[src/sv/assert_macros.svh]
// ============================================================================
// Assertion macros
// Shared concurrent assertion forms for the history block. Bodies are empty
// when SYNTH is defined.
// ============================================================================
`ifndef ASSERT_MACROS_SVH
`define ASSERT_MACROS_SVH

`ifndef SYNTH

// Clocked assertion, disabled while the active-low reset is asserted.
`define ASSERT_CLK(lbl, clk, rstn, prop, msg) \
    lbl: assert property (@(posedge clk) disable iff (!(rstn)) (prop)) else $error(msg);

// Clocked assertion that is also checked during reset.
`define ASSERT_ALWAYS(lbl, clk, prop, msg) \
    lbl: assert property (@(posedge clk) (prop)) else $error(msg);

`else

`define ASSERT_CLK(lbl, clk, rstn, prop, msg)
`define ASSERT_ALWAYS(lbl, clk, prop, msg)

`endif

`endif

[src/sv/guh_ram.sv]
// ============================================================================
// Generic simple dual-port RAM
// One write port and one read port with registered read data.
// ============================================================================
`default_nettype none

module guh_ram #(
    parameter int WIDTH = 8,
    parameter int DEPTH = 16
) (
    input  wire logic                     i_clk,
    input  wire logic                     i_wr_en,
    input  wire logic [$clog2(DEPTH)-1:0] i_wr_addr,
    input  wire logic [WIDTH-1:0]         i_wr_data,
    input  wire logic [$clog2(DEPTH)-1:0] i_rd_addr,
    output logic      [WIDTH-1:0]         o_rd_data
);

    logic [WIDTH-1:0] r_mem [DEPTH];
    logic [WIDTH-1:0] r_rd_data;

    // Write port and registered read port.
    always_ff @(posedge i_clk) begin
        if (i_wr_en) begin
            r_mem[i_wr_addr] <= i_wr_data;
        end
        r_rd_data <= r_mem[i_rd_addr];
    end

    assign o_rd_data = r_rd_data;

endmodule

`default_nettype wire

[config.mk]
export PLATFORM = sky130hd
export DESIGN_NAME = guh_ram
export DESIGN_NICKNAME = d
export VERILOG_FILES = /design/src/sv/assert_macros.svh /design/src/sv/guh_ram.sv
export SDC_FILE = /design/constraint.sdc
export NUM_CORES = 1
export LEC_CHECK = 0
export BUFFER_PORTS_ARGS = -buffer_cell sky130_fd_sc_hd__buf_2
export CAP_MARGIN = 10
export CORE_ASPECT_RATIO = 2
export CORE_MARGIN = 1.5
export CORE_UTILIZATION = 38
export CTS_CLUSTER_SIZE = 30
export DETAILED_ROUTE_END_ITERATION = 10
export MAX_ROUTING_LAYER = met4
export PLACE_DENSITY = 0.67
export SYNTH_ARGS = -nofsm -noshare
export SYNTH_HDL_FRONTEND = slang
export SYNTH_SLANG_ARGS = --single-unit
export TNS_END_PERCENT = 50
[constraint.sdc]
create_clock -name i_clk -period 2 [get_ports i_clk]
set_clock_uncertainty 0.05 [all_clocks]
set_input_delay 0.6 -clock i_clk [delete_from_list [all_inputs] [get_ports i_clk]]
set_output_delay 0.6 -clock i_clk [all_outputs]
set_load 0.1 [all_outputs]
; Yosys cells after proc, flatten, opt, wreduce, memory -nomap -nowiden
; Memories as Yosys holds them, arrays and structs flattened. A register that Yosys moved wholly into a read port is not among the register bits.
; Index checks and enable logic that the tools add are counted.
[word_totals]
inputBits = 18
mem_count = 1
out_inout_bits = 8
register_bits = 0
wordCells = 3
ram_bits = 128
[mem_list]
columns = memory, words, word_bits, rd, rd_ports_with_merged_regs, wr, line_no
row1 = r_mem, 16, 8, 1, 1, 1, guh_ram.sv:19  ; logic [WIDTH-1:0] r_mem [DEPTH];
[classes]
n_mux = 2
[op_table]
columns = operator, n
row1 = $mux W1, 2

; Longest topological paths before layout
; Gate-level depths: netlist of the first run.
[depth]
depth_word = 2
depth_mapped = 5
mapped_depth_nobuf = 3

; Worst setup path before layout of the first run
; OpenSTA, ideal clock, no wires.
[synth_path]
path_type = input -> register
from = input port i_wr_addr[2]
to = memory r_mem[0][0], enable pin
slack_ns = -0.143
n_path_buf = 0
path_stages = 2
arrival_ns = 1.710
t_required_ns = 1.567
setup_time_ns = 0.383
cell_sequence = or3b_2 -> nor3_1
[synth_lines]
columns = element, line_no
row1 = from (decl), guh_ram.sv:13  ; input wire logic [$clog2(DEPTH)-1:0] i_wr_addr,
row2 = to (decl), guh_ram.sv:19
; Straight into the memory's write port.

; Worst setup path in the final report of the first run
[layout_path]
from = register r_rd_data[6] (netlist: o_rd_data[6]), read port of r_mem
to = output port o_rd_data[6]
[layout_lines]
columns = element, line_no
row1 = from (decl), guh_ram.sv:20  ; logic [WIDTH-1:0] r_rd_data;
row2 = to (decl), guh_ram.sv:16  ; output logic [WIDTH-1:0] o_rd_data
; No word-level cell between the ends.

==> flow_summary.toml, run 1 <==
[synth]
ys_ff_latch = 136
synth-edff-count = 128
synth-main-ff-cell = "edfxtp_1"
yosysUniqueCellTypes = 19
synthMuxAreaShare = 0.150
synth_fa_ha_area_frac = 0
ys_warn_count = 0
synth-compound-area-share = 0.0233
synthTopCellsByArea = "edfxtp_1 75%, mux4_2 7.9%, mux4_1 7.1%"
synth_top_area_share = 0.747
syn-instance-count = 229
async_flop_share = 0
synth-simple-area-share = 0.0318
synth_xor_area_frac = 0
synthesis.area_um2 = 5150
synth_top_family_by_area = "multiplexers"
ys_seq_area_frac = 0.778
synth_top_cell_by_area = "edfxtp_1"
synthesis.nets = 247
postSynthAreaPerCell_um2 = 22.5

[clocking]
cts_tree = "built"
cts_hold_buf = 0
cts-root-buf = "clkbuf_16"
clk_path_buf_depth = 2
clock_latency_ns = 0.41
cts_htree_levels = 4
cts_buffers = 17
postCtsSetupBuffers = 0
cts_sinks = 136
ctsResizeCount = 0
clkTransAtPathRegs_ns = 0.06

[power]
p_per_area_nw_per_um2 = 1090
ir_drop_mv = 0.624
pwr-share-comb = 0.064
clkPwrFrac = 0.463
leakage_nw = 2.14
swShare = 0.220
switching_power_mw = 1.49
power.share.sequential = 0.472
p_int_mw = 5.29

[setup_path]
crit_required_ns = 1.35
critPathTopFamily = "buffers and inverters"
max_stage_delay_ns = 0.44
critPathSlowestCell = "buf_2"
end_kind = "output port"
crit_path_start_kind = "flop"
crit_path_max_fanout = 1
crit_buf_inv = 1
crit_chain = "buf_2"
worst-setup-path-type = "flop to output port"
rrSetupSlack_ns = 0.59
arrival_ns = 1.22

[floorplan]
dieArea_um2 = 14300
die_w_um = 85.3
core_um2 = 13400
io_pins = 26
fp.dieH_um = 168
start_util = 0.385
rows = 60

[detailed_routing]
wl_per_cell_um = 21.8
ant_nets = 0
firstDrtPassIters = 7
drc = 1
routed_wl_um = 9950
vias = 2471
drtIter0Drc = 204
viasPerCell = 5.41

[layout]
stdcell_area_um2 = 6220
drive_gt1_frac = 0.334
nets = 307
syn_to_final_growth_pct = 20.9
num_antenna_cells = 0
post-route-util = 0.466

[sta]
slew_viol_final = 0
setup_viol = 0
fin_crit_ns = 1.87
tightest_slew_ns = 0.520
maxSlewHeadroom = 0.656
finalCritPeriodShare = 0.933
whs_ns = 0.517
hold_viol_final = 0
fmax_mhz = 536
rsz0062_at_grt = "no"

[grt]
track_usage = 0.157
grt_max_degree = 33
overflow = 0
grt_pass1_vias = 2677
grt_first_pass_wirelength_um = 15400
grt_antenna_before_repair = 0

[place]
io_buffer_count = 25
place_congestion = 0.796
dp_hpwl_um = 6860
dpl_cell_area_um2 = 5620

[min_path]
hold_class = "input pin to flop"

[outcome]
violations = "design-rule violations"
status = "finished with violations"

[run]
cap_violations = 0
[metal layers]
metal	global-route usage	up-vias	routed length, um
met5	-	-	0
met4	0.0905	0	375
met3	0.0325	25	296
met2	0.274	68	5690
met1	0.159	1279	3590
li1	-	1099	-
[stage by stage]
stage               TNS [ns]  std cells  power (mW)  setup slack, ns
floorplan                  0        229        3.56           0.0839
global placement     -0.0469        425        3.70          -0.0363
detailed placement   -0.0676        425        3.71          -0.0353
CTS                        0        457        6.85           0.0919
global route               0        457        6.98           0.0956
finish                     0        457        6.79            0.133
[kinds of logic (layout without fill, tap and decap cells)]
kind of cell / Yosys count / count (layout)
AND/OR/NAND/NOR: 35 / 35
buffers and inverters: 10 / 83
flip-flops: 136 / 136
multiplexers: 32 / 32
AO/OA/AOI/OAI: 16 / 16
[flip-flops by register name, indices dropped and copies added (netlist names)]
register	count
o_rd_data	8
r_mem	128
[power by group through the flow]
| stage | Clock [mW] | Combinational [mW] | Sequential, mW |
|---|---|---|---|
| 3_3_place_gp | 0 | 0.433 | 3.26 |
| 3_5_place_dp | 0 | 0.442 | 3.27 |
| 6_report | 3.14 | 0.437 | 3.20 |
| 2_1_floorplan | 0 | 0.162 | 3.40 |
| 4_1_cts | 3.20 | 0.443 | 3.21 |
| 5_1_grt | 3.30 | 0.464 | 3.21 |
[final timing paths]
path         cells past startpoint              startpoint                     to
max                              1    o_rd_data[6]$_DFF_P_           o_rd_data[6]
min                              1            i_wr_data[0]  r_mem[4][0]$_DFFE_PP_
max reg2reg                      3   r_mem[0][1]$_DFFE_PP_   o_rd_data[1]$_DFF_P_
min reg2reg                      3  r_mem[15][7]$_DFFE_PP_   o_rd_data[7]$_DFF_P_
[Yosys cell counts (2+ instances only)]
cell	instances
nor2_1	13
edfxtp_1	128
mux4_2	18
nor3_1	4
nand2_1	9
nand2b_1	2
buf_2	3
buf_6	3
nand3b_1	2
a22oi_1	16
clkdlybuf4s25_2	3
dfxtp_1	8
mux4_1	14
[cells in the final DEF (no fill, tap or decap)]
master | netlist | final
nand2b_1 | 2 | 2
clkinv_1 | 0 | 1
buf_12 | 0 | 3
edfxtp_1 | 128 | 128
inv_6 | 0 | 2
buf_2 | 3 | 25
nand3b_1 | 2 | 2
nand2_1 | 9 | 9
nor3_2 | 0 | 1
mux4_2 | 18 | 18
and2b_1 | 1 | 1
dfxtp_1 | 8 | 8
a22oi_1 | 16 | 16
nor3_1 | 4 | 3
bufinv_16 | 0 | 3
mux4_1 | 14 | 14
clkinv_4 | 0 | 5
clkbuf_1 | 0 | 1
nor2b_1 | 1 | 1
clkbuf_16 | 0 | 17
clkinv_2 | 0 | 1
nor2_1 | 13 | 13
nand3_1 | 1 | 1
or3b_2 | 1 | 1
buf_4 | 1 | 23
and2_1 | 1 | 1
clkinvlp_4 | 0 | 2
[area by class of cell]
cell class	count	area (um^2)
fill	1097	7140
sequential	136	4000
multi-input combinational	83	1060
clock buffer	18	429
timing repair buffer	51	358
tap	155	194
clock inverter	14	175
No activity file was read; power rests on OpenSTA's default activity.
==> inputs of run 2 (changes only) <==
--- a/config.mk
+++ b/config.mk
@@ -8,7 +8,7 @@
 export BUFFER_PORTS_ARGS = -buffer_cell sky130_fd_sc_hd__buf_2
 export CAP_MARGIN = 10
 export CORE_ASPECT_RATIO = 2
-export CORE_MARGIN = 1.5
+export CORE_MARGIN = 2
 export CORE_UTILIZATION = 38
 export CTS_CLUSTER_SIZE = 30
 export DETAILED_ROUTE_END_ITERATION = 10
==> run 2 against run 1 <==
  * The run now ends clean
  * Via count increased by 1.1%
  * Die area up 1.8%
  * First-iteration DRC count fell by 13%
  * Maximum frequency fell by 0.80%
  * Worst hold slack got worse by 0.046 ns
  * Power rose by 2.6%
  * Critical path depth unchanged
  * Clock-buffer cell count grew 9
  * Sequential share of layout area decreased by 0.83 points
  * Register-to-register slack improved by 0.05 ns
  * Sequential power about the same
  * Largest cell class unchanged
==> flow_summary.toml, run 2 (synthesis results as in run 1) <==
[grt]
grt_max_degree = 22
grt_first_pass_wirelength_um = 15400
track_usage = 0.153
grt_antenna_before_repair = 0
overflow = 0
grt_pass1_vias = 2725

[detailed_routing]
wl_per_cell_um = 22.3
firstDrtPassIters = 4
viasPerCell = 5.44
routed_wl_um = 10200
drtIter0Drc = 178
ant_nets = 0
drc = 0
vias = 2497

[floorplan]
core_um2 = 13400
die_w_um = 86.3
rows = 60
fp.dieH_um = 169
io_pins = 26
start_util = 0.385
dieArea_um2 = 14500

[setup_path]
worst-setup-path-type = "flop to output port"
crit_path_start_kind = "flop"
max_stage_delay_ns = 0.44
crit_chain = "buf_2"
crit_path_max_fanout = 1
end_kind = "output port"
critPathSlowestCell = "buf_2"
arrival_ns = 1.23
rrSetupSlack_ns = 0.64
crit_required_ns = 1.35
crit_buf_inv = 1
critPathTopFamily = "buffers and inverters"

[clocking]
clkTransAtPathRegs_ns = 0.05
cts_hold_buf = 0
cts_sinks = 136
ctsResizeCount = 0
clk_path_buf_depth = 3
cts_htree_levels = 4
cts-root-buf = "clkbuf_16"
cts_tree = "built"
postCtsSetupBuffers = 0
clock_latency_ns = 0.46
cts_buffers = 25

[place]
place_congestion = 0.773
io_buffer_count = 25
dpl_cell_area_um2 = 5650
dp_slack_ns = -0.00327
dp.cells = 428
dp_hpwl_um = 6900

[layout]
post-route-util = 0.472
stdcell_area_um2 = 6300
fillCellCount = 1131
drive_gt1_frac = 0.332
nets = 318
num_antenna_cells = 0
top_register = "r_mem"
largest_register_ffs = 128
syn_to_final_growth_pct = 22.5
multi_input_area_um2 = 1060
final_cell_mix = "128 x edfxtp_1, 25 x clkbuf_16, 25 x buf_2, 25 x buf_4, 18 x mux4_2"
seqCellArea_um2 = 4000
fin_cells = 459
final_common_cell = "edfxtp_1"

[sta]
setup_viol = 0
fmax_mhz = 531
rsz0062_at_grt = "no"
whs_ns = 0.471
hold_viol_final = 0
tightest_slew_ns = 0.501
slew_viol_final = 0
finalCritPeriodShare = 0.941
fin_crit_ns = 1.88
fin_ws_ns = 0.118
final.setup.tns_ns = 0
maxSlewHeadroom = 0.668

[outcome]
status = "finished clean"

[power]
leakage_nw = 2.19
ir_drop_mv = 0.598
fin_total_pwr_mw = 6.96
p_per_area_nw_per_um2 = 1100

[min_path]
hold_class = "input pin to flop"

[run]
cap_violations = 0
## run 2: cell type report
class	instances	area share
clock inverters	4	0.00278
multi-input cells	83	0.169
flip-flops and latches	136	0.635
repair buffers	54	0.0623
clock buffers	27	0.100
well taps	155	0.0308
## run 2: power by group
part	internal (mW)	switching (mW)	total (mW)
clock network	2.21	1.10	3.31
logic	0.143	0.303	0.445
registers	3.19	0.0175	3.21
## run 2: path summary, 6_finish.rpt
path,start,to,cells past startpoint
max reg2reg,r_mem[1][1]$_DFFE_PP_,o_rd_data[1]$_DFF_P_,3
min reg2reg,r_mem[14][7]$_DFFE_PP_,o_rd_data[7]$_DFF_P_,3
max,o_rd_data[4]$_DFF_P_,o_rd_data[4],1
min,i_wr_data[1],r_mem[2][1]$_DFFE_PP_,1
## run 2: per-layer routing
layer / up-vias / GRT usage / wire length, um
li1: 1106 / - / -
met1: 1289 / 0.155 / 3570
met2: 77 / 0.272 / 5860
met3: 25 / 0.0249 / 395
met4: 0 / 0.0870 / 403
met5: - / - / 0
