<file path="src/sv/assert_macros.svh">
// ============================================================================
// Assertion macros
// Shared concurrent assertion forms for the history block. Bodies are empty
// when SYNTH is defined.
// ============================================================================
`ifndef ASSERT_MACROS_SVH
`define ASSERT_MACROS_SVH

`ifndef SYNTH

// Clocked assertion, disabled while the active-low reset is asserted.
`define ASSERT_CLK(lbl, clk, rstn, prop, msg) \
    lbl: assert property (@(posedge clk) disable iff (!(rstn)) (prop)) else $error(msg);

// Clocked assertion that is also checked during reset.
`define ASSERT_ALWAYS(lbl, clk, prop, msg) \
    lbl: assert property (@(posedge clk) (prop)) else $error(msg);

`else

`define ASSERT_CLK(lbl, clk, rstn, prop, msg)
`define ASSERT_ALWAYS(lbl, clk, prop, msg)

`endif

`endif

</file>
<file path="src/sv/guh_pkg.sv">
// ============================================================================
// Grouped undo/redo history package
// Shared widths, codes and payload types of the history block.
// ============================================================================
`default_nettype none

package guh_pkg;

    // Default number of history entries.
    localparam int DEFAULT_HISTORY_DEPTH = 256;

    // Fixed field widths.
    localparam int ACTION_W = 2;
    localparam int FIELD_W  = 6;
    localparam int IDX_W    = 9;

    // Depth of the command queue between front and back.
    localparam int Q_DEPTH = 2;

    // Action codes on the command port.
    localparam logic [ACTION_W-1:0] ACT_INSERT = 2'd0;
    localparam logic [ACTION_W-1:0] ACT_UNDO   = 2'd1;
    localparam logic [ACTION_W-1:0] ACT_REDO   = 2'd2;
    localparam logic [ACTION_W-1:0] ACT_NONE   = 2'd3;

    // Classified operation handed from front to back.
    typedef enum logic [1:0] {
        OP_INSERT,
        OP_UNDO,
        OP_REDO,
        OP_NONE
    } t_op;

    // Result status codes.
    typedef enum logic [1:0] {
        ST_ENTRY    = 2'd0,
        ST_NOTHING  = 2'd1,
        ST_INSERTED = 2'd2,
        ST_FULL     = 2'd3
    } t_status;

    // Edit fields of one history entry.
    typedef struct packed {
        logic [FIELD_W-1:0] row;
        logic [FIELD_W-1:0] column;
        logic               invalid;
        logic [FIELD_W-1:0] old_value;
        logic [FIELD_W-1:0] new_value;
        logic               old_fixed;
        logic               new_fixed;
    } t_edit;

    // Stored entry: edit fields plus the group start mark.
    typedef struct packed {
        t_edit edit;
        logic  start;
    } t_entry;

    // Command held in the queue.
    typedef struct packed {
        t_op    op;
        t_entry entry;
    } t_cmd;

    // Result payload.
    typedef struct packed {
        t_status          status;
        logic [IDX_W-1:0] index;
        t_edit            edit;
    } t_result;

endpackage

`default_nettype wire

</file>
<file path="src/sv/guh_back.sv">
// ============================================================================
// History back end
// Sequencer that carries out insert, undo and redo, walking the entry store
// one entry at a time to find group boundaries.
// ============================================================================
`default_nettype none

`include "assert_macros.svh"

module guh_back #(
    parameter int HISTORY_DEPTH = guh_pkg::DEFAULT_HISTORY_DEPTH
) (
    input  wire logic                             i_clk,
    input  wire logic                             i_rst_n,
    input  wire logic                             i_cmd_valid,
    input  wire guh_pkg::t_cmd                    i_cmd,
    output logic                                  o_pop,
    output logic                                  o_wr_en,
    output logic [$clog2(HISTORY_DEPTH)-1:0]      o_wr_addr,
    output guh_pkg::t_entry                       o_wr_data,
    output logic [$clog2(HISTORY_DEPTH)-1:0]      o_rd_addr,
    input  wire guh_pkg::t_entry                  i_rd_data,
    output logic                                  o_strobe,
    output guh_pkg::t_result                      o_res
);

    import guh_pkg::*;

    localparam int AW = $clog2(HISTORY_DEPTH);
    localparam int PW = $clog2(HISTORY_DEPTH + 2);

    typedef enum logic [3:0] {
        S_IDLE,
        S_INS_TEST,
        S_INS_CHECK,
        S_INS_END,
        S_UNDO_WAIT,
        S_UNDO_OUT,
        S_UNDO_TEST,
        S_UNDO_CHECK,
        S_RDO_TEST,
        S_RDO_CHECK
    } t_state;

    t_state             r_state;
    t_op                r_op;
    t_entry             r_entry;
    logic [PW-1:0]      r_pos;
    logic [PW-1:0]      r_cursor;
    logic [PW-1:0]      r_len;
    logic               r_strobe;
    t_result            r_res;

    logic [PW-1:0]       pos_m1;
    logic [PW-1:0]       pos_p1;
    logic [PW+IDX_W-1:0] pos_wide;
    logic [PW+IDX_W-1:0] pos_p1_wide;
    logic                at_full;

    // Position arithmetic and the store addresses it selects.
    assign pos_m1      = r_pos - 1'b1;
    assign pos_p1      = r_pos + 1'b1;
    assign pos_wide    = {{IDX_W{1'b0}}, r_pos};
    assign pos_p1_wide = {{IDX_W{1'b0}}, pos_p1};
    assign at_full     = (r_pos == PW'(HISTORY_DEPTH));

    assign o_rd_addr = (r_op == OP_INSERT) ? r_pos[AW-1:0] : pos_m1[AW-1:0];
    assign o_wr_en   = (r_state == S_INS_END) && !at_full;
    assign o_wr_addr = r_pos[AW-1:0];
    assign o_wr_data = r_entry;
    assign o_pop     = (r_state == S_IDLE) && i_cmd_valid;

    // Sequencer state, history pointers and registered result.
    always_ff @(posedge i_clk) begin
        if (!i_rst_n) begin
            r_state  <= S_IDLE;
            r_op     <= OP_NONE;
            r_cursor <= '0;
            r_len    <= '0;
            r_strobe <= 1'b0;
        end else begin
            r_strobe <= 1'b0;
            unique case (r_state)
                S_IDLE: begin
                    if (i_cmd_valid) begin
                        r_op    <= i_cmd.op;
                        r_entry <= i_cmd.entry;
                        unique case (i_cmd.op)
                            OP_INSERT: begin
                                r_pos   <= r_cursor;
                                r_state <= S_INS_TEST;
                            end
                            OP_UNDO: begin
                                if (r_cursor == '0) begin
                                    r_strobe         <= 1'b1;
                                    r_res.status     <= ST_NOTHING;
                                    r_res.index      <= '0;
                                    r_res.edit       <= '0;
                                end else begin
                                    r_pos   <= r_cursor;
                                    r_state <= S_UNDO_WAIT;
                                end
                            end
                            OP_REDO: begin
                                r_pos   <= r_cursor + 1'b1;
                                r_state <= S_RDO_TEST;
                            end
                            OP_NONE: begin
                                r_strobe     <= 1'b1;
                                r_res.status <= ST_NOTHING;
                                r_res.index  <= '0;
                                r_res.edit   <= '0;
                            end
                        endcase
                    end
                end
                // Insert: walk to the last entry of the cursor's group.
                S_INS_TEST: begin
                    r_state <= (r_pos < r_len) ? S_INS_CHECK : S_INS_END;
                end
                S_INS_CHECK: begin
                    if (i_rd_data.start) begin
                        r_state <= S_INS_END;
                    end else begin
                        r_pos   <= pos_p1;
                        r_state <= S_INS_TEST;
                    end
                end
                S_INS_END: begin
                    r_strobe    <= 1'b1;
                    r_res.edit  <= '0;
                    if (at_full) begin
                        r_res.status <= ST_FULL;
                        r_res.index  <= '0;
                    end else begin
                        r_res.status <= ST_INSERTED;
                        r_res.index  <= pos_p1_wide[IDX_W-1:0];
                        r_len        <= pos_p1;
                        if (r_entry.start) begin
                            r_cursor <= pos_p1;
                        end
                    end
                    r_state <= S_IDLE;
                end
                // Undo: hand back the cursor's entry, then walk back.
                S_UNDO_WAIT: begin
                    r_state <= S_UNDO_OUT;
                end
                S_UNDO_OUT: begin
                    r_strobe     <= 1'b1;
                    r_res.status <= ST_ENTRY;
                    r_res.index  <= pos_wide[IDX_W-1:0];
                    r_res.edit   <= i_rd_data.edit;
                    r_pos        <= pos_m1;
                    r_state      <= S_UNDO_TEST;
                end
                S_UNDO_TEST: begin
                    if (r_pos == '0) begin
                        r_cursor <= '0;
                        r_state  <= S_IDLE;
                    end else begin
                        r_state <= S_UNDO_CHECK;
                    end
                end
                S_UNDO_CHECK: begin
                    if (i_rd_data.start) begin
                        r_cursor <= r_pos;
                        r_state  <= S_IDLE;
                    end else begin
                        r_pos   <= pos_m1;
                        r_state <= S_UNDO_TEST;
                    end
                end
                // Redo: walk forward to the next group start.
                S_RDO_TEST: begin
                    if (r_pos > r_len) begin
                        r_strobe     <= 1'b1;
                        r_res.status <= ST_NOTHING;
                        r_res.index  <= '0;
                        r_res.edit   <= '0;
                        r_state      <= S_IDLE;
                    end else begin
                        r_state <= S_RDO_CHECK;
                    end
                end
                S_RDO_CHECK: begin
                    if (i_rd_data.start) begin
                        r_cursor     <= r_pos;
                        r_strobe     <= 1'b1;
                        r_res.status <= ST_ENTRY;
                        r_res.index  <= pos_wide[IDX_W-1:0];
                        r_res.edit   <= i_rd_data.edit;
                        r_state      <= S_IDLE;
                    end else begin
                        r_pos   <= pos_p1;
                        r_state <= S_RDO_TEST;
                    end
                end
                default: begin
                    r_state <= S_IDLE;
                end
            endcase
        end
    end

    assign o_strobe = r_strobe;
    assign o_res    = r_res;

    // The cursor never passes the end of the history.
    `ASSERT_CLK(a_cursor_in_range, i_clk, i_rst_n, r_cursor <= r_len, "cursor beyond history length")
    // The history never grows past the store.
    `ASSERT_CLK(a_len_in_range, i_clk, i_rst_n, r_len <= PW'(HISTORY_DEPTH), "history length beyond depth")
    // Every store write is reported as an insert in the next cycle.
    `ASSERT_CLK(a_write_reported, i_clk, i_rst_n, o_wr_en |=> (r_strobe && (r_res.status == ST_INSERTED)), "write without insert result")
    // A returned entry always names a real position.
    `ASSERT_CLK(a_entry_has_pos, i_clk, i_rst_n, (r_strobe && (r_res.status == ST_ENTRY)) |-> ($past(r_pos) != '0), "entry returned at the edge")

endmodule

`default_nettype wire

</file>
<file path="config.mk">
export PLATFORM = sky130hd
export DESIGN_NAME = guh_back
export DESIGN_NICKNAME = d
export VERILOG_FILES = /design/src/sv/guh_pkg.sv /design/src/sv/guh_back.sv
export VERILOG_INCLUDE_DIRS = /design/src /design/src/sv
export SDC_FILE = /design/constraint.sdc
export NUM_CORES = 1
export LEC_CHECK = 0
export BUFFER_PORTS_ARGS = -buffer_cell sky130_fd_sc_hd__buf_2
export CORE_AREA = 2 2 109 111
export CTS_CLUSTER_SIZE = 24
export DETAILED_ROUTE_END_ITERATION = 10
export DIE_AREA = 0 0 111 113
export PLACE_DENSITY = 0.78
export SLEW_MARGIN = 10
export SYNTH_ARGS = -nofsm -noshare
export SYNTH_HDL_FRONTEND = slang
export SYNTH_SLANG_ARGS = --single-unit
</file>
<file path="constraint.sdc">
create_clock -name i_clk -period 5.1 [get_ports i_clk]
set_clock_uncertainty 0.1 [all_clocks]
set_input_delay 0.765 -clock i_clk [delete_from_list [all_inputs] [get_ports i_clk]]
set_output_delay 0.765 -clock i_clk [all_outputs]
set_load 0.01 [all_outputs]
</file>
### Word level (Yosys, flattened, before mapping)

Cells that the tools add are included.

* flip-flop bits (word level): 100
* bits in latches: 0
* memory bits (writable): 0
* bits in read-only memories: 0
* input port bits: 61
* output and inout bits: 85
* word-level logic and storage cells: 111
* memories: 0

* add/sub/neg operators: 3
* $mul: 0
* div/mod/pow operators: 0
* order comparisons: 2
* eq/ne operators: 26
* shift operators: 0
* mux-type cells: 35
* bitwise logic cells: 1
* reductions and logical operators: 21

Operators by type and width (count)
* $pmux W38 S5: 1
* $mux W38: 4
* $pmux W38 S2: 1
* $mux W9: 8
* $pmux W9 S3: 2
* $pmux W4 S9: 1
* $pmux W9 S4: 1
* $add A9 B1 Y9 const B: 2
* $logic_not A9 Y1: 2
* $eq A4 B3 Y1 const B: 4
* $mux W4: 4
* $ne A2 B2 Y1 const B: 8
* $reduce_and A7 Y1: 2
* $pmux W4 S3: 1
* $mux W10: 1
* $eq A9 B9 Y1 const B: 1
* $gt A9 B9 Y1: 1
* $lt A9 B9 Y1: 1
* $sub A9 B1 Y9 const B: 1
* $eq A4 B2 Y1 const B: 2
* $eq A4 B4 Y1 const B: 2
* $mux W8: 1
* $mux W3: 2
* $ne A3 B3 Y1 const B: 2
* other kinds (22): 33

### Logic depth before layout (Yosys ltp)

* word-level depth: 5
* depth in mapped cells: 10

### Least setup slack after synthesis

No wires, ideal clock.

* path kind: register to register
* start point: register r_pos[0]
* end point: register r_res (netlist bit o_res[0]), enable pin
* library setup time: 0.488 ns
* arrival: 4.534 ns
* path slack: -0.022 ns
* cell stages (with the launch flop): 8
* path buffers: 1
* period minus slack after synthesis: 5.122 ns
* cell sequence: edfxtp_1 > clkbuf_1 > inv_1 > ha_1 > nor3_1 > a2111oi_0 > o311ai_0 > nor3b_1

* cells in the longest elaborated chain, start to end: 3

RTL lines
* start: declaration: RTL line guh_back.sv:48 `logic [PW-1:0] r_pos;`
* start signal: assignment: RTL line guh_back.sv:90 `r_pos <= r_cursor;`
* start signal: assignment: RTL line guh_back.sv:100 `r_pos <= r_cursor;`
* start signal: assignment: RTL line guh_back.sv:105 `r_pos <= r_cursor + 1'b1;`
* $gt A9 B9 Y1: RTL line guh_back.sv:176 `if (r_pos > r_len) begin`
* $ne A2 B2 Y1 (no source line)
* $reduce_and A7 Y1 (no source line)
* end: declaration: RTL line guh_back.sv:52 `t_result r_res;`

Every way passes these cells.
A chain may end at the register's enable or synchronous reset.

### Final worst setup path

* start point: register r_pos[0]
* end point: output o_wr_en

* cells in the longest elaborated chain, start to end: 3

RTL lines
* $eq A9 B9 Y1: RTL line guh_back.sv:65 `assign at_full = (r_pos == PW'(HISTORY_DEPTH));`
* $logic_not A1 Y1: RTL line guh_back.sv:68 `assign o_wr_en = (r_state == S_INS_END) && !at_full;`
* $logic_and A1 B1 Y1: RTL line guh_back.sv:68
* end: declaration: RTL line guh_back.sv:18 `output logic o_wr_en,`

Every way passes these cells.

==> impl_results.md <==
* Status: finished clean
* I/O pin cnt at 146
* Register bit total from synthesis at 100
* Final worst slack at 1.26 ns
* Worst path arrival time at 2.97 ns
* Clock Sinks at 100
* Final Slew Violations at 0
* CP max FO at 24
* Power Dens Cells at 375 mW/mm²
* Vias per cell at 5.70
* Worst-skew pair later-pin latency at 0.35 ns
* Synth top cells by count: edfxtp_1 (75), nand2_1 (61), and2_1 (30)
* DR DRC count at 0
* CTS clk-pin slew, worst paths at 0.07 ns
* Mean area per synthesized cell at 10.5 µm²
* CTS Buffer Depth at 2
* Post-CTS setup buffers at 0
* Die X at 111 µm
* Synth area leader: edfxtp_1
* Sequential share of the synthesized area at 0.520
* Initial antenna violation count at 0
* WL/cell at 17.6 µm
* Detail Placement HPWL at 9950 µm
* Pre-Repair DR Iteration Count at 6
* DP Worst Slack at 1.67 ns
* Core box area at 0.0113 mm²
* Syn Nets at 584
* Cts repair resizes at 0
* Achievable clock frequency at 0.261 GHz
* Die area at 0.0125 mm²
* Async S/R FF share, synth at 0
* Max Cap Viol at 0
* Most common cell in the netlist: edfxtp_1
* Pin count of the biggest net entering global routing at 39
* Worst-margin pin slew at 0.992 ns
* CTS H-tree depth at 3
* Number of buffers created by CTS at 9
* Slew margin rel. at 0.339
* Hold Violations, Final at 0
* Final core occ at 0.561
* Fillers at 997
* Area Growth Syn to Fin at 19.4%
* Row Count at 39
* Layout cells sized above 1 at 0.282
* DRT Wirelength at 13600 µm
* Post-route clock period utilization at 0.752
* Final Setup Violations at 0
* DR vias at 4392
* Gr ovfl total at 0
* Post-route ant nets at 0
* Yosys cell types at 63
* Iteration-0 DRC Markers at 561
* Initial core utilization at 0.470
* Post-Syn Instances at 504
* Vias in the first global route at 4137
* Routability cong. at 0.943
* # nets final at 703
* IO buf count at 145
* RSZ-0062 raised after global routing: no
* Crit Path Category: reg -> out
* Setup TNS at 0 ns
* Crit path capture type: output pin
* Top-area cell type share of the netlist area at 0.426
* Critical Path RT at 4.24 ns
* Peak VDD IR at 0.000174 V
* Leakage at 2.55 nW
* CTS tree: done
* Clock root buffer: clkbuf_16
* Ant. Diodes at 0
* Main synth FF type: edfxtp_1
* Post-CTS Hold Buffers at 0
* First-pass GRT wire length at 21500 µm
* Final min period at 3.84 ns
* Top cells by area, synth: edfxtp_1 (43%), dfxtp_1 (9.5%), ha_1 (4.5%), nand2_1 (4.3%), and2_1 (3.5%)
* Total global-route track usage at 0.215
* Critical Path Source Type: flop
* YS warnings at 0
* Hold Path Class: reg -> reg
* Die Ht at 113 µm
* EDFF count, synth at 75
* Mapped Area at 0.00529 mm²
==> registers in the layout, indices dropped and copies added (netlist names) <==
register   flops
o_res         38
o_wr_data     28
r_pos          9
r_op           2
o_strobe       1
r_len          9
r_state        4
r_cursor       9
==> where the power goes <==
part / leakage, nW / internal (mW) / total (mW) / switching, mW
clock network: 0.130 / 0.348 / 0.646 / 0.298
logic: 1.51 / 0.228 / 0.590 / 0.362
registers: 0.910 / 1.01 / 1.13 / 0.121
==> metrics by stage <==
| step | instances | instance area, µm² | total power [mW] | hold slack [ns] |
|---|---|---|---|---|
| 5_1_grt | 771 | 6320 | 2.47 | 0.404 |
| 2_1_floorplan | 504 | 5300 | 1.51 | 0.344 |
| 4_1_cts | 771 | 6320 | 2.37 | 0.377 |
| 3_5_place_dp | 755 | 6040 | 1.73 | 0.367 |
| 6_report | 771 | 6320 | 2.37 | 0.371 |
| 3_3_place_gp | 755 | 6040 | 1.72 | 0.365 |
==> layout make-up <==
type / count / area (µm²) / area share
multi-input combinational: 340 / 2270 / 0.359
clock inverter: 4 / 32.5 / 0.00515
clock buffer: 12 / 246 / 0.0390
sequential: 100 / 2750 / 0.435
inverter: 23 / 86.3 / 0.0137
timing repair buffer: 149 / 756 / 0.120
tap: 143 / 179 / 0.0283
==> worst paths after layout <==
| path | startpoint | end | slack, ns | cells after the start |
|---|---|---|---|---|
| setup reg to reg | r_pos[4]$_DFFE_PP_ | o_res[34]$_DFFE_PP_ | 1.70 | 8 |
| hold reg to reg | r_len[1]$_SDFFE_PN0P_ | r_len[1]$_SDFFE_PN0P_ | 0.37 | 2 |
| hold / removal | r_len[1]$_SDFFE_PN0P_ | r_len[1]$_SDFFE_PN0P_ | 0.37 | 2 |
| setup / recovery | r_pos[0]$_DFFE_PP_ | o_wr_en | 1.26 | 7 |
==> worst max-delay path: stages, from the launching register on <==
cell and delay [ns]:
edfxtp_1 0.61, inv_1 0.19, ha_1 0.24, or3b_1 0.53
o31ai_4 0.26, buf_4 0.28, clkinv_1 0.28, buf_2 0.22
==> logic make-up after synthesis <==
family / after synthesis / share of synthesized area
AO/OA/AOI/OAI: 113 / 0.150
XOR/XNOR: 27 / 0.0447
adder cells (fa/ha/maj): 19 / 0.0449
buffers and inverters: 64 / 0.0544
flip-flops: 100 / 0.520
multiplexers: 1 / 0.00189
AND/OR/NAND/NOR: 180 / 0.184
==> per-layer routing <==
metal	track usage	up-vias	wire [µm]
met5	0	-	0
met4	0.0967	0	376
li1	-	2081	-
met1	0.279	2048	5630
met3	0.0498	30	1190
met2	0.347	233	6380
==> placed cells by master, fill, tap and decap left out, drive strengths merged, types with 9 or more instances in the layout <==
cell / n
ha: 19
o211ai: 9
edfxtp: 75
and2: 30
o22ai: 10
o21ai: 27
nand4: 12
buf: 149
dfxtp: 25
clkbuf: 12
xnor2: 13
a21oi: 20
nor2: 18
inv: 24
xor2: 14
nand2: 61
No activity file was read; power rests on OpenSTA's default activity.
