<file path="config.mk">
export PLATFORM = sky130hd
export DESIGN_NAME = guh_front
export DESIGN_NICKNAME = d
export VERILOG_FILES = /design/src/sv/guh_pkg.sv /design/src/sv/guh_front.sv
export VERILOG_INCLUDE_DIRS = /design/src /design/src/sv
export SDC_FILE = /design/constraint.sdc
export NUM_CORES = 1
export LEC_CHECK = 0
export BUFFER_PORTS_ARGS = -buffer_cell sky130_fd_sc_hd__buf_4
export CORE_MARGIN = 2
export CORE_UTILIZATION = 45
export CTS_CLUSTER_DIAMETER = 60
export CTS_CLUSTER_SIZE = 10
export DETAILED_ROUTE_END_ITERATION = 8
export GPL_TIMING_DRIVEN = 0
export PLACE_DENSITY = 0.7
export SLEW_MARGIN = 20
export SYNTH_ARGS = -nofsm -noshare
export SYNTH_HDL_FRONTEND = slang
export SYNTH_SLANG_ARGS = --single-unit
</file>
<file path="constraint.sdc">
create_clock -name i_clk -period 4.84 [get_ports i_clk]
set_input_delay 0.484 -clock i_clk [delete_from_list [all_inputs] [get_ports i_clk]]
set_output_delay 0.484 -clock i_clk [all_outputs]
set_load 0.02 [all_outputs]
</file>
<file path="src/sv/assert_macros.svh">
// ============================================================================
// Assertion macros
// Shared concurrent assertion forms for the history block. Bodies are empty
// when SYNTH is defined.
// ============================================================================
`ifndef ASSERT_MACROS_SVH
`define ASSERT_MACROS_SVH

`ifndef SYNTH

// Clocked assertion, disabled while the active-low reset is asserted.
`define ASSERT_CLK(lbl, clk, rstn, prop, msg) \
    lbl: assert property (@(posedge clk) disable iff (!(rstn)) (prop)) else $error(msg);

// Clocked assertion that is also checked during reset.
`define ASSERT_ALWAYS(lbl, clk, prop, msg) \
    lbl: assert property (@(posedge clk) (prop)) else $error(msg);

`else

`define ASSERT_CLK(lbl, clk, rstn, prop, msg)
`define ASSERT_ALWAYS(lbl, clk, prop, msg)

`endif

`endif

</file>
<file path="src/sv/guh_pkg.sv">
// ============================================================================
// Grouped undo/redo history package
// Shared widths, codes and payload types of the history block.
// ============================================================================
`default_nettype none

package guh_pkg;

    // Default number of history entries.
    localparam int DEFAULT_HISTORY_DEPTH = 256;

    // Fixed field widths.
    localparam int ACTION_W = 2;
    localparam int FIELD_W  = 6;
    localparam int IDX_W    = 9;

    // Depth of the command queue between front and back.
    localparam int Q_DEPTH = 2;

    // Action codes on the command port.
    localparam logic [ACTION_W-1:0] ACT_INSERT = 2'd0;
    localparam logic [ACTION_W-1:0] ACT_UNDO   = 2'd1;
    localparam logic [ACTION_W-1:0] ACT_REDO   = 2'd2;
    localparam logic [ACTION_W-1:0] ACT_NONE   = 2'd3;

    // Classified operation handed from front to back.
    typedef enum logic [1:0] {
        OP_INSERT,
        OP_UNDO,
        OP_REDO,
        OP_NONE
    } t_op;

    // Result status codes.
    typedef enum logic [1:0] {
        ST_ENTRY    = 2'd0,
        ST_NOTHING  = 2'd1,
        ST_INSERTED = 2'd2,
        ST_FULL     = 2'd3
    } t_status;

    // Edit fields of one history entry.
    typedef struct packed {
        logic [FIELD_W-1:0] row;
        logic [FIELD_W-1:0] column;
        logic               invalid;
        logic [FIELD_W-1:0] old_value;
        logic [FIELD_W-1:0] new_value;
        logic               old_fixed;
        logic               new_fixed;
    } t_edit;

    // Stored entry: edit fields plus the group start mark.
    typedef struct packed {
        t_edit edit;
        logic  start;
    } t_entry;

    // Command held in the queue.
    typedef struct packed {
        t_op    op;
        t_entry entry;
    } t_cmd;

    // Result payload.
    typedef struct packed {
        t_status          status;
        logic [IDX_W-1:0] index;
        t_edit            edit;
    } t_result;

endpackage

`default_nettype wire

</file>
<file path="src/sv/guh_front.sv">
// ============================================================================
// History front end
// Accepts commands, classifies the action code and queues the command for
// the back end.
// ============================================================================
`default_nettype none

`include "assert_macros.svh"

module guh_front (
    input  wire logic                           i_clk,
    input  wire logic                           i_rst_n,
    input  wire logic                           i_start,
    input  wire logic [guh_pkg::ACTION_W-1:0]   i_action,
    input  wire guh_pkg::t_entry                i_entry,
    output logic                                o_busy,
    output logic                                o_cmd_valid,
    output guh_pkg::t_cmd                       o_cmd,
    input  wire logic                           i_pop
);

    import guh_pkg::*;

    localparam int QAW = (Q_DEPTH > 1) ? $clog2(Q_DEPTH) : 1;
    localparam int CW  = $clog2(Q_DEPTH + 1);

    t_cmd            r_q [Q_DEPTH];
    logic [QAW-1:0]  r_wr_ptr;
    logic [QAW-1:0]  r_rd_ptr;
    logic [CW-1:0]   r_count;
    logic            full;
    logic            push;
    t_op             op;
    t_cmd            cmd_in;

    // Classify the action code.
    always_comb begin
        unique case (i_action)
            ACT_INSERT: op = OP_INSERT;
            ACT_UNDO:   op = OP_UNDO;
            ACT_REDO:   op = OP_REDO;
            ACT_NONE:   op = OP_NONE;
        endcase
    end

    assign cmd_in.op    = op;
    assign cmd_in.entry = i_entry;

    assign full   = (r_count == CW'(Q_DEPTH));
    assign o_busy = full;
    assign push   = i_start && !full;

    // Queue storage.
    always_ff @(posedge i_clk) begin
        if (push) begin
            r_q[r_wr_ptr] <= cmd_in;
        end
    end

    // Queue pointers and fill count.
    always_ff @(posedge i_clk) begin
        if (!i_rst_n) begin
            r_wr_ptr <= '0;
            r_rd_ptr <= '0;
            r_count  <= '0;
        end else begin
            if (push) begin
                r_wr_ptr <= (r_wr_ptr == QAW'(Q_DEPTH - 1)) ? '0 : r_wr_ptr + 1'b1;
            end
            if (i_pop) begin
                r_rd_ptr <= (r_rd_ptr == QAW'(Q_DEPTH - 1)) ? '0 : r_rd_ptr + 1'b1;
            end
            if (push && !i_pop) begin
                r_count <= r_count + 1'b1;
            end else if (i_pop && !push) begin
                r_count <= r_count - 1'b1;
            end
        end
    end

    assign o_cmd_valid = (r_count != '0);
    assign o_cmd       = r_q[r_rd_ptr];

    // The back end only takes a command that the queue holds.
    `ASSERT_CLK(a_pop_not_empty, i_clk, i_rst_n, i_pop |-> (r_count != '0), "pop from empty queue")

endmodule

`default_nettype wire

</file>
# ---- Word level (Yosys, flattened, before mapping)
# Memories as Yosys holds them, arrays and structs flattened. A register that Yosys moved wholly into a read port is not among the register bits.
# Cells that the tools add are included.
dict set report word_totals {
  inputBits 34
  ramBits 60
  memories 1
  word_cells 30
  romBits 0
  out_inout_bits 32
  latchBits 0
  register_bits 4
}
# name depth word_bits read_ports rd_clocked_by_memory_dff write_ports line_no
set mem_list {}
lappend mem_list {r_q 2 30 1 1 1 guh_front.sv:27} ;# t_cmd r_q [Q_DEPTH];
dict set report classes {
  mux 9
  n_div 0
  n_lt_le_gt_ge 0
  bitwise_logic 0
  addsub 4
  reduce_logical 9
  eq_ne 4
  n_shift 0
  mul 0
}
# operator count
set op_table {}
lappend op_table {{$pmux W2 S4} 1}
lappend op_table {{$eq A2 B2 Y1 const B} 3}
lappend op_table {{$mux W1} 6}
lappend op_table {{$mux W2} 2}
lappend op_table {{$reduce_bool A2 Y1} 2}
lappend op_table {{$logic_and A1 B1 Y1} 3}
lappend op_table {{$logic_not A1 Y1} 3}
lappend op_table {{$add A1 B1 Y1 const B} 2}
lappend op_table {{$add A2 B1 Y2 const B} 1}
lappend op_table {{$eq A2 B1 Y1 const B} 1}
lappend op_table {{$logic_not A2 Y1} 1}
lappend op_table {{$sub A2 B1 Y2 const B} 1}

# ---- Longest topological paths before layout
# Gate-level depths: netlist of run 1.
dict set report depth {
  depth_word 7
  ltp_mapped 7
  mapped_depth_nobuf 7
}

# ---- Least setup slack after synthesis of run 1
# Ideal clock, no wire load.
dict set report synth_path {
  path_kind {reg-to-reg}
  startpoint {register r_count[0]}
  endpoint {memory r_q[0][0] (netlist bit) (enable)}
  n_path_buf 0
  required_ps 4426
  period_less_slack_ps 2210
  slack_ps 2630
  setup_ps 414
  path_stages_with_launch 4
  arrival_ps 1796
  cell_sequence {dfxtp_1 > nand2b_2 > inv_2 > nor3_2}
}
dict set report synth_via {
  elab_chain_cells 5
}
# item line_no
set synth_lines {}
lappend synth_lines {{from (decl)} guh_front.sv:30} ;# logic [CW-1:0] r_count;
lappend synth_lines {{from (signal assigned)} guh_front.sv:74} ;# r_count <= r_count + 1'b1;
lappend synth_lines {{from (signal assigned)} guh_front.sv:76} ;# r_count <= r_count - 1'b1;
lappend synth_lines {{$eq A2 B2 Y1} guh_front.sv:49} ;# assign full = (r_count == CW'(Q_DEPTH));
lappend synth_lines {{named net o_busy} guh_front.sv:16} ;# output logic o_busy,
lappend synth_lines {{$logic_not A1 Y1} guh_front.sv:51} ;# assign push = i_start && !full;
lappend synth_lines {{$logic_and A1 B1 Y1} guh_front.sv:51}
lappend synth_lines {{$mux W1} guh_front.sv:55} ;# if (push) begin
lappend synth_lines {{$mux W1 (implied by the code)} guh_front.sv:56} ;# r_q[r_wr_ptr] <= cmd_in;
lappend synth_lines {{to (decl)} guh_front.sv:27}
# The timed path passes the listed nets, and every way through them passes these cells.

==> flow_metrics.env, run 1 <==
export IMPL_clk_path_buf_depth=2
export IMPL_final_common_cell="buf_4"
export IMPL_rsz0062_at_grt="false"
export IMPL_grt_antenna_before_repair=0
export IMPL_crit_required_ns=4.36
export IMPL_globalplace_congestion=0.686
export IMPL_pwr_share_comb_pct=19.0
export IMPL_avgViaCountPerCell=4.66
export IMPL_dr_first_iter_drc_count=27
export IMPL_clk_latency_ns=0.32
export IMPL_setup_ws_ns=2.90
export IMPL_grtUsageTotal_pct=14.3
export IMPL_clock_sinks=65
export IMPL_grt_max_degree=31
export IMPL_synth_cell_types=22
export IMPL_drive_above_1_share_pct=55.0
export IMPL_synth_area_leaders="edfxtp_1 (75%), mux2_2 (13%), dfxtp_1 (4.2%)"
export IMPL_wire_per_inst_um=14.9
export IMPL_initial_utilization_pct=46.7
export IMPL_cp_cell_sequence="buf_2 > mux2_2 > buf_4"
export IMPL_cp_start_kind="register"
export IMPL_internal_power_mw=1.03
export IMPL_grt_overflow_total=0
export IMPL_path_class="register to output port"
export IMPL_r2r_start="r_count[0]"
export IMPL_status="completed"
export IMPL_cts_tree="done"
export IMPL_worstHoldStart="i_entry[13]"
export IMPL_clkPwrFrac_pct=30.0
export IMPL_cp_arrival_ns=1.45
export IMPL_portBuffers=63
export IMPL_via_count=1259
export IMPL_rows=26
export IMPL_cellLeakagePower_nw=1.20
export IMPL_cap_violations=0
export IMPL_cts_max_level=3
export IMPL_place_ws_ns=2.89
export IMPL_nNetsFinal=230
export IMPL_grt_pass1_wl_um=6340
export IMPL_syn_nets=155
export IMPL_tns_ns=0
export IMPL_root_buffer="clkbuf_8"
export IMPL_fin_skew_ns=0.00291
export IMPL_power_per_cell_area_nw_per_um2=434
export IMPL_synth_avg_cell_area_um2=20.0
export IMPL_slowest_delay_ns=0.38
export IMPL_netlist_area_leader_share_pct=75.1
export IMPL_ys_ff_latch=65
export IMPL_yosys_warnings=0
export IMPL_antennaDiodeCount=0
export IMPL_netlist_top_cell_by_area="edfxtp_1"
export IMPL_cts_buffers=9
export IMPL_crit_slowest_cell="mux2_2"
export IMPL_cp_end_kind="output port"
export IMPL_post_cts_buffers=0
export IMPL_die_w_um=77.0
export IMPL_antenna_left=0
export IMPL_post_route_period_util_pct=40.0
export IMPL_p_seq_share_pct=50.9
export IMPL_hold_ws_ns=0.347
export IMPL_dieHeight_um=77.0
export IMPL_slew_limit_headroom_pct=46.9
export IMPL_fin_crit_ns=1.94
export IMPL_hold_viol=0
export IMPL_cts_resized=0
export IMPL_synth_seq_area_share_pct=79.2
export IMPL_synthCells=120
export IMPL_tightest_slew_ns=0.794
export IMPL_finalSetupViolCount=0
export IMPL_final_cell_mix="buf_4 (63), edfxtp_1 (60), mux2_2 (27)"
export IMPL_grt_pass1_vias=1383
export IMPL_io_pins=66
export IMPL_clk_pin_slew_worst_paths_ns=0.06
export IMPL_drc_errors=0
export IMPL_p_sw_share_pct=24.5
export IMPL_syn_area_um2=2400
export IMPL_peakVddDrop_uv=256
export IMPL_design_core_area_um2=5140
export IMPL_die_area_um2=5930
export IMPL_slew_viol_final=0
export IMPL_min_path_type="primary input to register"
export IMPL_hold_buffers=0
export IMPL_routed_wl_um=4010
export IMPL_syn2layout_area_growth_pct=31.5
export IMPL_path_max_fanout=10
export IMPL_max_freq_mhz=516
export IMPL_p_switching_uw=336
export IMPL_dr_pass1_iters=3
[path summary, 6_finish.rpt]
| check | end | slack, ns | cells past startpoint |
|---|---|---|---|
| worst max-delay path | o_cmd[26] | 2.90 | 3 |
| worst min-delay path | r_q[1][13] | 0.35 | 1 |
| worst max register to register | r_q[0][22] | 2.99 | 4 |
| worst min register to register | r_count[1] | 0.54 | 2 |
[cell families (layout without fill, tap and decap cells)]
| group | count (synthesis) | in the layout | synth area share [%] |
|---|---|---|---|
| AO/OA/AOI/OAI | 4 | 4 | 1.15 |
| multiplexers | 30 | 30 | 14.1 |
| XOR/XNOR | 3 | 3 | 1.10 |
| flip-flops | 65 | 65 | 79.2 |
| adder cells (fa/ha/maj) | 1 | 1 | 0.521 |
| AND/OR/NAND/NOR | 9 | 9 | 2.50 |
| buffers and inverters | 8 | 88 | 1.41 |
[area by class of cell]
type	count	area (um^2)
Buffer	5	22.5
Clock buffer	11	131
Clock inverter	5	46.3
Fill cell	398	1980
Inverter	3	11.3
Multi-Input combinational cell	47	472
Sequential cell	65	1900
Tap cell	70	87.6
Timing Repair Buffer	64	484
[power groups by stage]
stage	clock network (mW)	logic (mW)	registers, mW
5_1_grt	0.448	0.280	0.702
4_1_cts	0.423	0.265	0.698
6_report	0.411	0.261	0.698
3_3_place_gp	0	0.251	0.707
2_1_floorplan	0	0.153	0.704
3_5_place_dp	0	0.264	0.710
[synthesized netlist by cell type (all sizes together)]
cell	instances
clkbuf	2
mux2	30
xor2	2
nand2b	1
a21boi	2
buf	3
dfxtp	5
o21ai	1
nor2	1
edfxtp	60
xnor2	1
ha	1
inv	3
nor3	1
o21a	1
or2	1
and3	1
and2	3
or3	1
[registers in the layout (all words and copies together), names as in the netlist, named ones only]
register,cells
r_count,2
r_q,60
r_rd_ptr,1
r_wr_ptr,1
[metrics by stage]
stage / utilization, % / power, mW / area [um^2] / cells
floorplan: - / 0.857 / 2400 / 120
global placement: 57.6 / 0.958 / 2960 / 253
detailed placement: 58.0 / 0.974 / 2980 / 254
CTS: 61.4 / 1.39 / 3160 / 270
global route: 61.4 / 1.43 / 3160 / 270
finish: 61.4 / 1.37 / 3160 / 270
[worst max-delay path: cells and delay by family (launching register included)]
kind                   cells  cell delay [ns]
buffers and inverters      2             0.42
flip-flops                 1             0.34
multiplexers               1             0.38
[layer usage]
metal  wire length, um  global-route usage (%)  up-vias
li1                  -                       -      609
met4                12                    6.43        0
met1              1610                    15.2      608
met2              2150                    25.1       40
met5                 0                       0        -
met3               237                    5.76        2
Power figures use the tool's default switching activity.
==> inputs of run 2 (changes only) <==
Settings changed: PLACE_DENSITY 0.7 to 0.73.
Clock period 4.84 ns to 1.66 ns, I/O delays scaled along.
==> flow_metrics.env, run 2 (synthesis results as in run 1) <==
export IMPL_status="completed"
export IMPL_die_w_um=77.0
export IMPL_root_buffer="clkbuf_8"
export IMPL_top_register="r_q"
export IMPL_dr_first_iter_drc_count=77
export IMPL_tightest_slew_ns=0.704
export IMPL_finalSetupViolCount=0
export IMPL_slew_viol_final=0
export IMPL_crit_required_ns=1.49
export IMPL_final_cell_area_um2=3200
export IMPL_cp_arrival_ns=1.45
export IMPL_cts_max_level=3
export IMPL_tns_ns=0
export IMPL_post_route_period_util_pct=97.1
export IMPL_place_ws_ns=-0.0142
export IMPL_initial_utilization_pct=46.7
export IMPL_post_route_util_pct=62.2
export IMPL_grt_max_degree=31
export IMPL_placed_area_um2=3000
export IMPL_power_per_cell_area_nw_per_um2=1270
export IMPL_routed_wl_um=4200
export IMPL_clk_pin_slew_worst_paths_ns=0.07
export IMPL_slew_limit_headroom_pct=53.1
export IMPL_p_sw_share_pct=24.9
export IMPL_cap_violations=0
export IMPL_grtUsageTotal_pct=14.8
export IMPL_hold_viol=0
export IMPL_fin_skew_ns=0.00429
export IMPL_syn2layout_area_growth_pct=33.3
export IMPL_clkPwrFrac_pct=30.2
export IMPL_largest_reg_flops=60
export IMPL_min_path_type="primary input to register"
export IMPL_path_max_fanout=10
export IMPL_nNetsFinal=233
export IMPL_cp_end_kind="output port"
export IMPL_reg_top3="r_q: 60 flops, r_count: 2 flops"
export IMPL_use_met3_pct=4.24
export IMPL_clk_path_buf_depth=2
export IMPL_pwr_share_comb_pct=19.7
export IMPL_dr_pass1_iters=4
export IMPL_final_cells=273
export IMPL_fin_crit_ns=1.61
export IMPL_clock_sinks=65
export IMPL_via_count=1293
export IMPL_grt_antenna_before_repair=0
export IMPL_dp_cells=255
export IMPL_avgViaCountPerCell=4.74
export IMPL_p_seq_share_pct=50.0
export IMPL_wire_per_inst_um=15.4
export IMPL_internal_power_mw=3.05
export IMPL_grt_overflow_total=0
export IMPL_rows=26
export IMPL_cellLeakagePower_nw=1.23
export IMPL_final_common_cell="buf_4"
export IMPL_max_freq_mhz=620
export IMPL_dp_hpwl_um=2900
export IMPL_met2_usage_pct=25.5
export IMPL_r2r_start="r_count[0]"
export IMPL_final_cell_mix="buf_4 (65), edfxtp_1 (60), mux2_2 (27)"
export IMPL_cp_start_kind="register"
export IMPL_io_pins=66
export IMPL_dieHeight_um=77.0
export IMPL_rsz0062_at_grt="true"
export IMPL_peakVddDrop_uv=912
export IMPL_nFillCells=409
export IMPL_cts_buffers=9
export IMPL_setup_ws_ns=0.0478
export IMPL_clk_latency_ns=0.32
export IMPL_design_core_area_um2=5140
export IMPL_antenna_left=0
export IMPL_path_class="register to output port"
export IMPL_cts_tree="done"
export IMPL_drive_above_1_share_pct=56.7
export IMPL_worstHoldStart="i_entry[21]"
export IMPL_busiest_layer="met2"
export IMPL_drc_errors=0
export IMPL_grt_pass1_vias=1371
export IMPL_hold_buffers=0
export IMPL_globalplace_congestion=0.653
export IMPL_portBuffers=63
export IMPL_use_met1_pct=17.0
export IMPL_p_switching_mw=1.01
export IMPL_die_area_um2=5930
export IMPL_antennaDiodeCount=0
export IMPL_grt_pass1_wl_um=6610
-- run 2: critical path, cell delays in order, from the launching register on --
cell     delay (ns)
dfxtp_1        0.34
buf_2          0.27
mux2_2         0.37
buf_4          0.16
-- run 2: area by class of cell --
type | count | area [um^2] | area share [%]
Buffer | 5 | 25.0 | 0.782
Sequential cell | 65 | 1900 | 59.5
Timing Repair Buffer | 67 | 514 | 16.1
Inverter | 3 | 13.8 | 0.430
Tap cell | 70 | 87.6 | 2.74
Clock buffer | 12 | 135 | 4.22
Clock inverter | 4 | 43.8 | 1.37
Multi-Input combinational cell | 47 | 477 | 14.9
-- run 2: final timing paths --
kind	end	slack, ns	cells past startpoint
worst max-delay path	o_cmd[3]	0.05	3
worst min-delay path	r_q[1][21]	0.03	1
worst max register to register	r_q[1][4]	0.09	2
worst min register to register	r_count[1]	0.54	2
-- run 2: routing by layer --
| metal | vias up | share of wire [%] |
|---|---|---|
| met5 | - | 0 |
| met4 | 0 | 1.1 |
| met3 | 4 | 4.5 |
| met2 | 41 | 53 |
| met1 | 637 | 41 |
| li1 | 611 | - |
-- run 2: what timing repair did --
item,in CTS,in global routing
endpoints found under the setup margin,15,43
pin swaps,1,1
buffers inserted,0,2
resized for setup,0,1
-- run 2: power groups by stage --
stage	clock network, mW	logic, mW	registers (mW)
after floorplan	0	0.460	2.06
after global placement	0	0.747	2.06
after detailed placement	0	0.798	2.07
after CTS	1.26	0.803	2.04
after global routing	1.34	0.859	2.05
final	1.23	0.802	2.04
-- run 2: through the flow --
step                      hold slack (ns)  power (mW)
after detailed placement            0.354        2.87
after global routing               0.0107        4.24
after CTS                          0.0141        4.10
final                              0.0287        4.07
after global placement              0.352        2.81
after floorplan                     0.265        2.52
==> inputs of run 3 (changes only) <==
==> constraint.sdc (replaced) <==
create_clock -name i_clk -period 1.66 [get_ports i_clk]
set_input_delay 0.332 -clock i_clk [delete_from_list [all_inputs] [get_ports i_clk]]
set_output_delay 0.332 -clock i_clk [all_outputs]
set_load 0.02 [all_outputs]
==> flow_metrics.env, run 3 (synthesis results as in run 1) <==
export IMPL_syn2layout_area_growth_pct=38.4
export IMPL_grt_max_degree=31
export IMPL_avgViaCountPerCell=4.70
export IMPL_place_ws_ns=-0.0142
export IMPL_grt_pass1_vias=1380
export IMPL_path_class="register to output port"
export IMPL_cp_start_kind="register"
export IMPL_cts_buffers=9
export IMPL_status="finished, violations left"
export IMPL_finalSetupViolCount=5
export IMPL_io_pins=66
export IMPL_cp_cell_sequence="buf_8 > mux2_2 > buf_4"
export IMPL_nFillCells=383
export IMPL_hold_viol=0
export IMPL_antenna_left=0
export IMPL_power_mw=4.16
export IMPL_wire_per_inst_um=15.5
export IMPL_largest_reg_flops=60
export IMPL_cap_violations=0
export IMPL_max_freq_mhz=600
export IMPL_nNetsFinal=233
export IMPL_dp_hpwl_um=2900
export IMPL_root_buffer="clkbuf_8"
export IMPL_peakVddDrop_uv=912
export IMPL_hold_buffers=0
export IMPL_die_w_um=77.0
export IMPL_path_max_fanout=10
export IMPL_dr_first_iter_drc_count=87
export IMPL_setup_ws_ns=-0.00790
export IMPL_reg_top3="r_q: 60 flops, r_count: 2 flops"
export IMPL_post_route_period_util_pct=100
export IMPL_slew_viol_final=0
export IMPL_power_per_cell_area_nw_per_um2=1250
export IMPL_cellLeakagePower_nw=1.27
export IMPL_tightest_slew_ns=0.704
export IMPL_crit_slowest_cell="dfxtp_4"
export IMPL_slowest_delay_ns=0.38
export IMPL_globalplace_congestion=0.653
export IMPL_violations="setup timing"
export IMPL_antennaDiodeCount=0
export IMPL_routed_wl_um=4220
export IMPL_grtUsageTotal_pct=14.8
export IMPL_clk_path_buf_depth=2
export IMPL_cts_max_level=3
export IMPL_clock_sinks=65
export IMPL_cp_end_kind="output port"
export IMPL_initial_utilization_pct=46.7
export IMPL_dp_cells=255
export IMPL_rows=26
export IMPL_final_common_cell="edfxtp_1"
export IMPL_grt_pass1_wl_um=6640
export IMPL_dieHeight_um=77.0
export IMPL_cts_tree="done"
export IMPL_top_register="r_q"
export IMPL_via_count=1284
export IMPL_portBuffers=63
export IMPL_drc_errors=0
export IMPL_drive_above_1_share_pct=57.1
export IMPL_cp_arrival_ns=1.34
export IMPL_dr_pass1_iters=4
export IMPL_crit_required_ns=1.33
export IMPL_rsz0062_at_grt="true"
export IMPL_slew_limit_headroom_pct=53.1
export IMPL_min_path_type="primary input to register"
export IMPL_final_cell_mix="edfxtp_1 (60), buf_4 (44), mux2_2 (24)"
export IMPL_clk_latency_ns=0.32
export IMPL_fin_crit_ns=1.67
export IMPL_fin_skew_ns=0.00510
export IMPL_final_cells=273
export IMPL_grt_antenna_before_repair=0
export IMPL_design_core_area_um2=5140
export IMPL_grt_overflow_total=0
export IMPL_die_area_um2=5930
export IMPL_clk_pin_slew_worst_paths_ns=0.07
## run 3: changes by cell type in the layout (fill, tap and decap cells not counted)
cell / change
buf_4: -21
buf_6: +21
mux2_2: -3
clkbuf_4: -1
buf_2: -2
dfxtp_1: -1
mux2_4: +3
dfxtp_4: +1
buf_8: +3
## run 3: layout make-up
type                       count  area, um^2  area share (%)
sequential                    65        1910            57.4
multi-input combinational     47         488            14.7
inverter                       3        13.8           0.414
buffer                         5        52.6            1.58
clock buffer                  12         135            4.07
timing repair buffer          67         593            17.9
clock inverter                 4        43.8            1.32
tap                           70        87.6            2.64
## run 3: routing by layer
layer	part of all wire, %	global-route usage [%]	wire [um]
met1	40	17.1	1700
met2	54	25.7	2300
met3	4.3	4.12	182
met4	0.95	6.96	40
met5	0	0	0
## run 3: path summary, 6_finish.rpt
| kind | from | end | slack [ns] | cells past startpoint |
|---|---|---|---|---|
| setup / recovery | register | o_cmd[3] | -0.008 | 3 |
| hold / removal | i_entry[21] | r_q[1][21] | 0.20 | 1 |
| setup reg to reg | r_count[0] | r_q[1][4] | 0.09 | 2 |
| hold reg to reg | r_count[1] | r_count[1] | 0.54 | 2 |
## run 3: stage by stage
stage          TNS (ns)  utilization, %  instance area, um^2  hold WS, ns
3_3_place_gp     -11.89            57.9                 2980        0.510
4_1_cts          -0.349            63.6                 3270        0.180
5_1_grt           -1.23            64.6                 3320        0.177
2_1_floorplan     -2.36               -                 2420        0.431
6_report        -0.0195            64.6                 3320        0.196
3_5_place_dp     -0.139            58.4                 3000        0.520
## run 3: critical path, delay by kind of cell (launching register included)
kind	cells	cell delay [ns]
buf+inv	2	0.31
flops	1	0.38
mux	1	0.34
## run 3: report_power, final
group	switching (mW)	total [mW]	internal (mW)
sequential	0.0563	2.04	1.98
clock	0.547	1.23	0.686
combinational	0.432	0.884	0.452
## run 3: what timing repair did
action	4_1_cts	5_1_grt
pin swaps	1	1
resized for setup	25	10
endpoints found under the hold margin	0	0
setup buffers	0	2
setup endpoints to repair	45	43
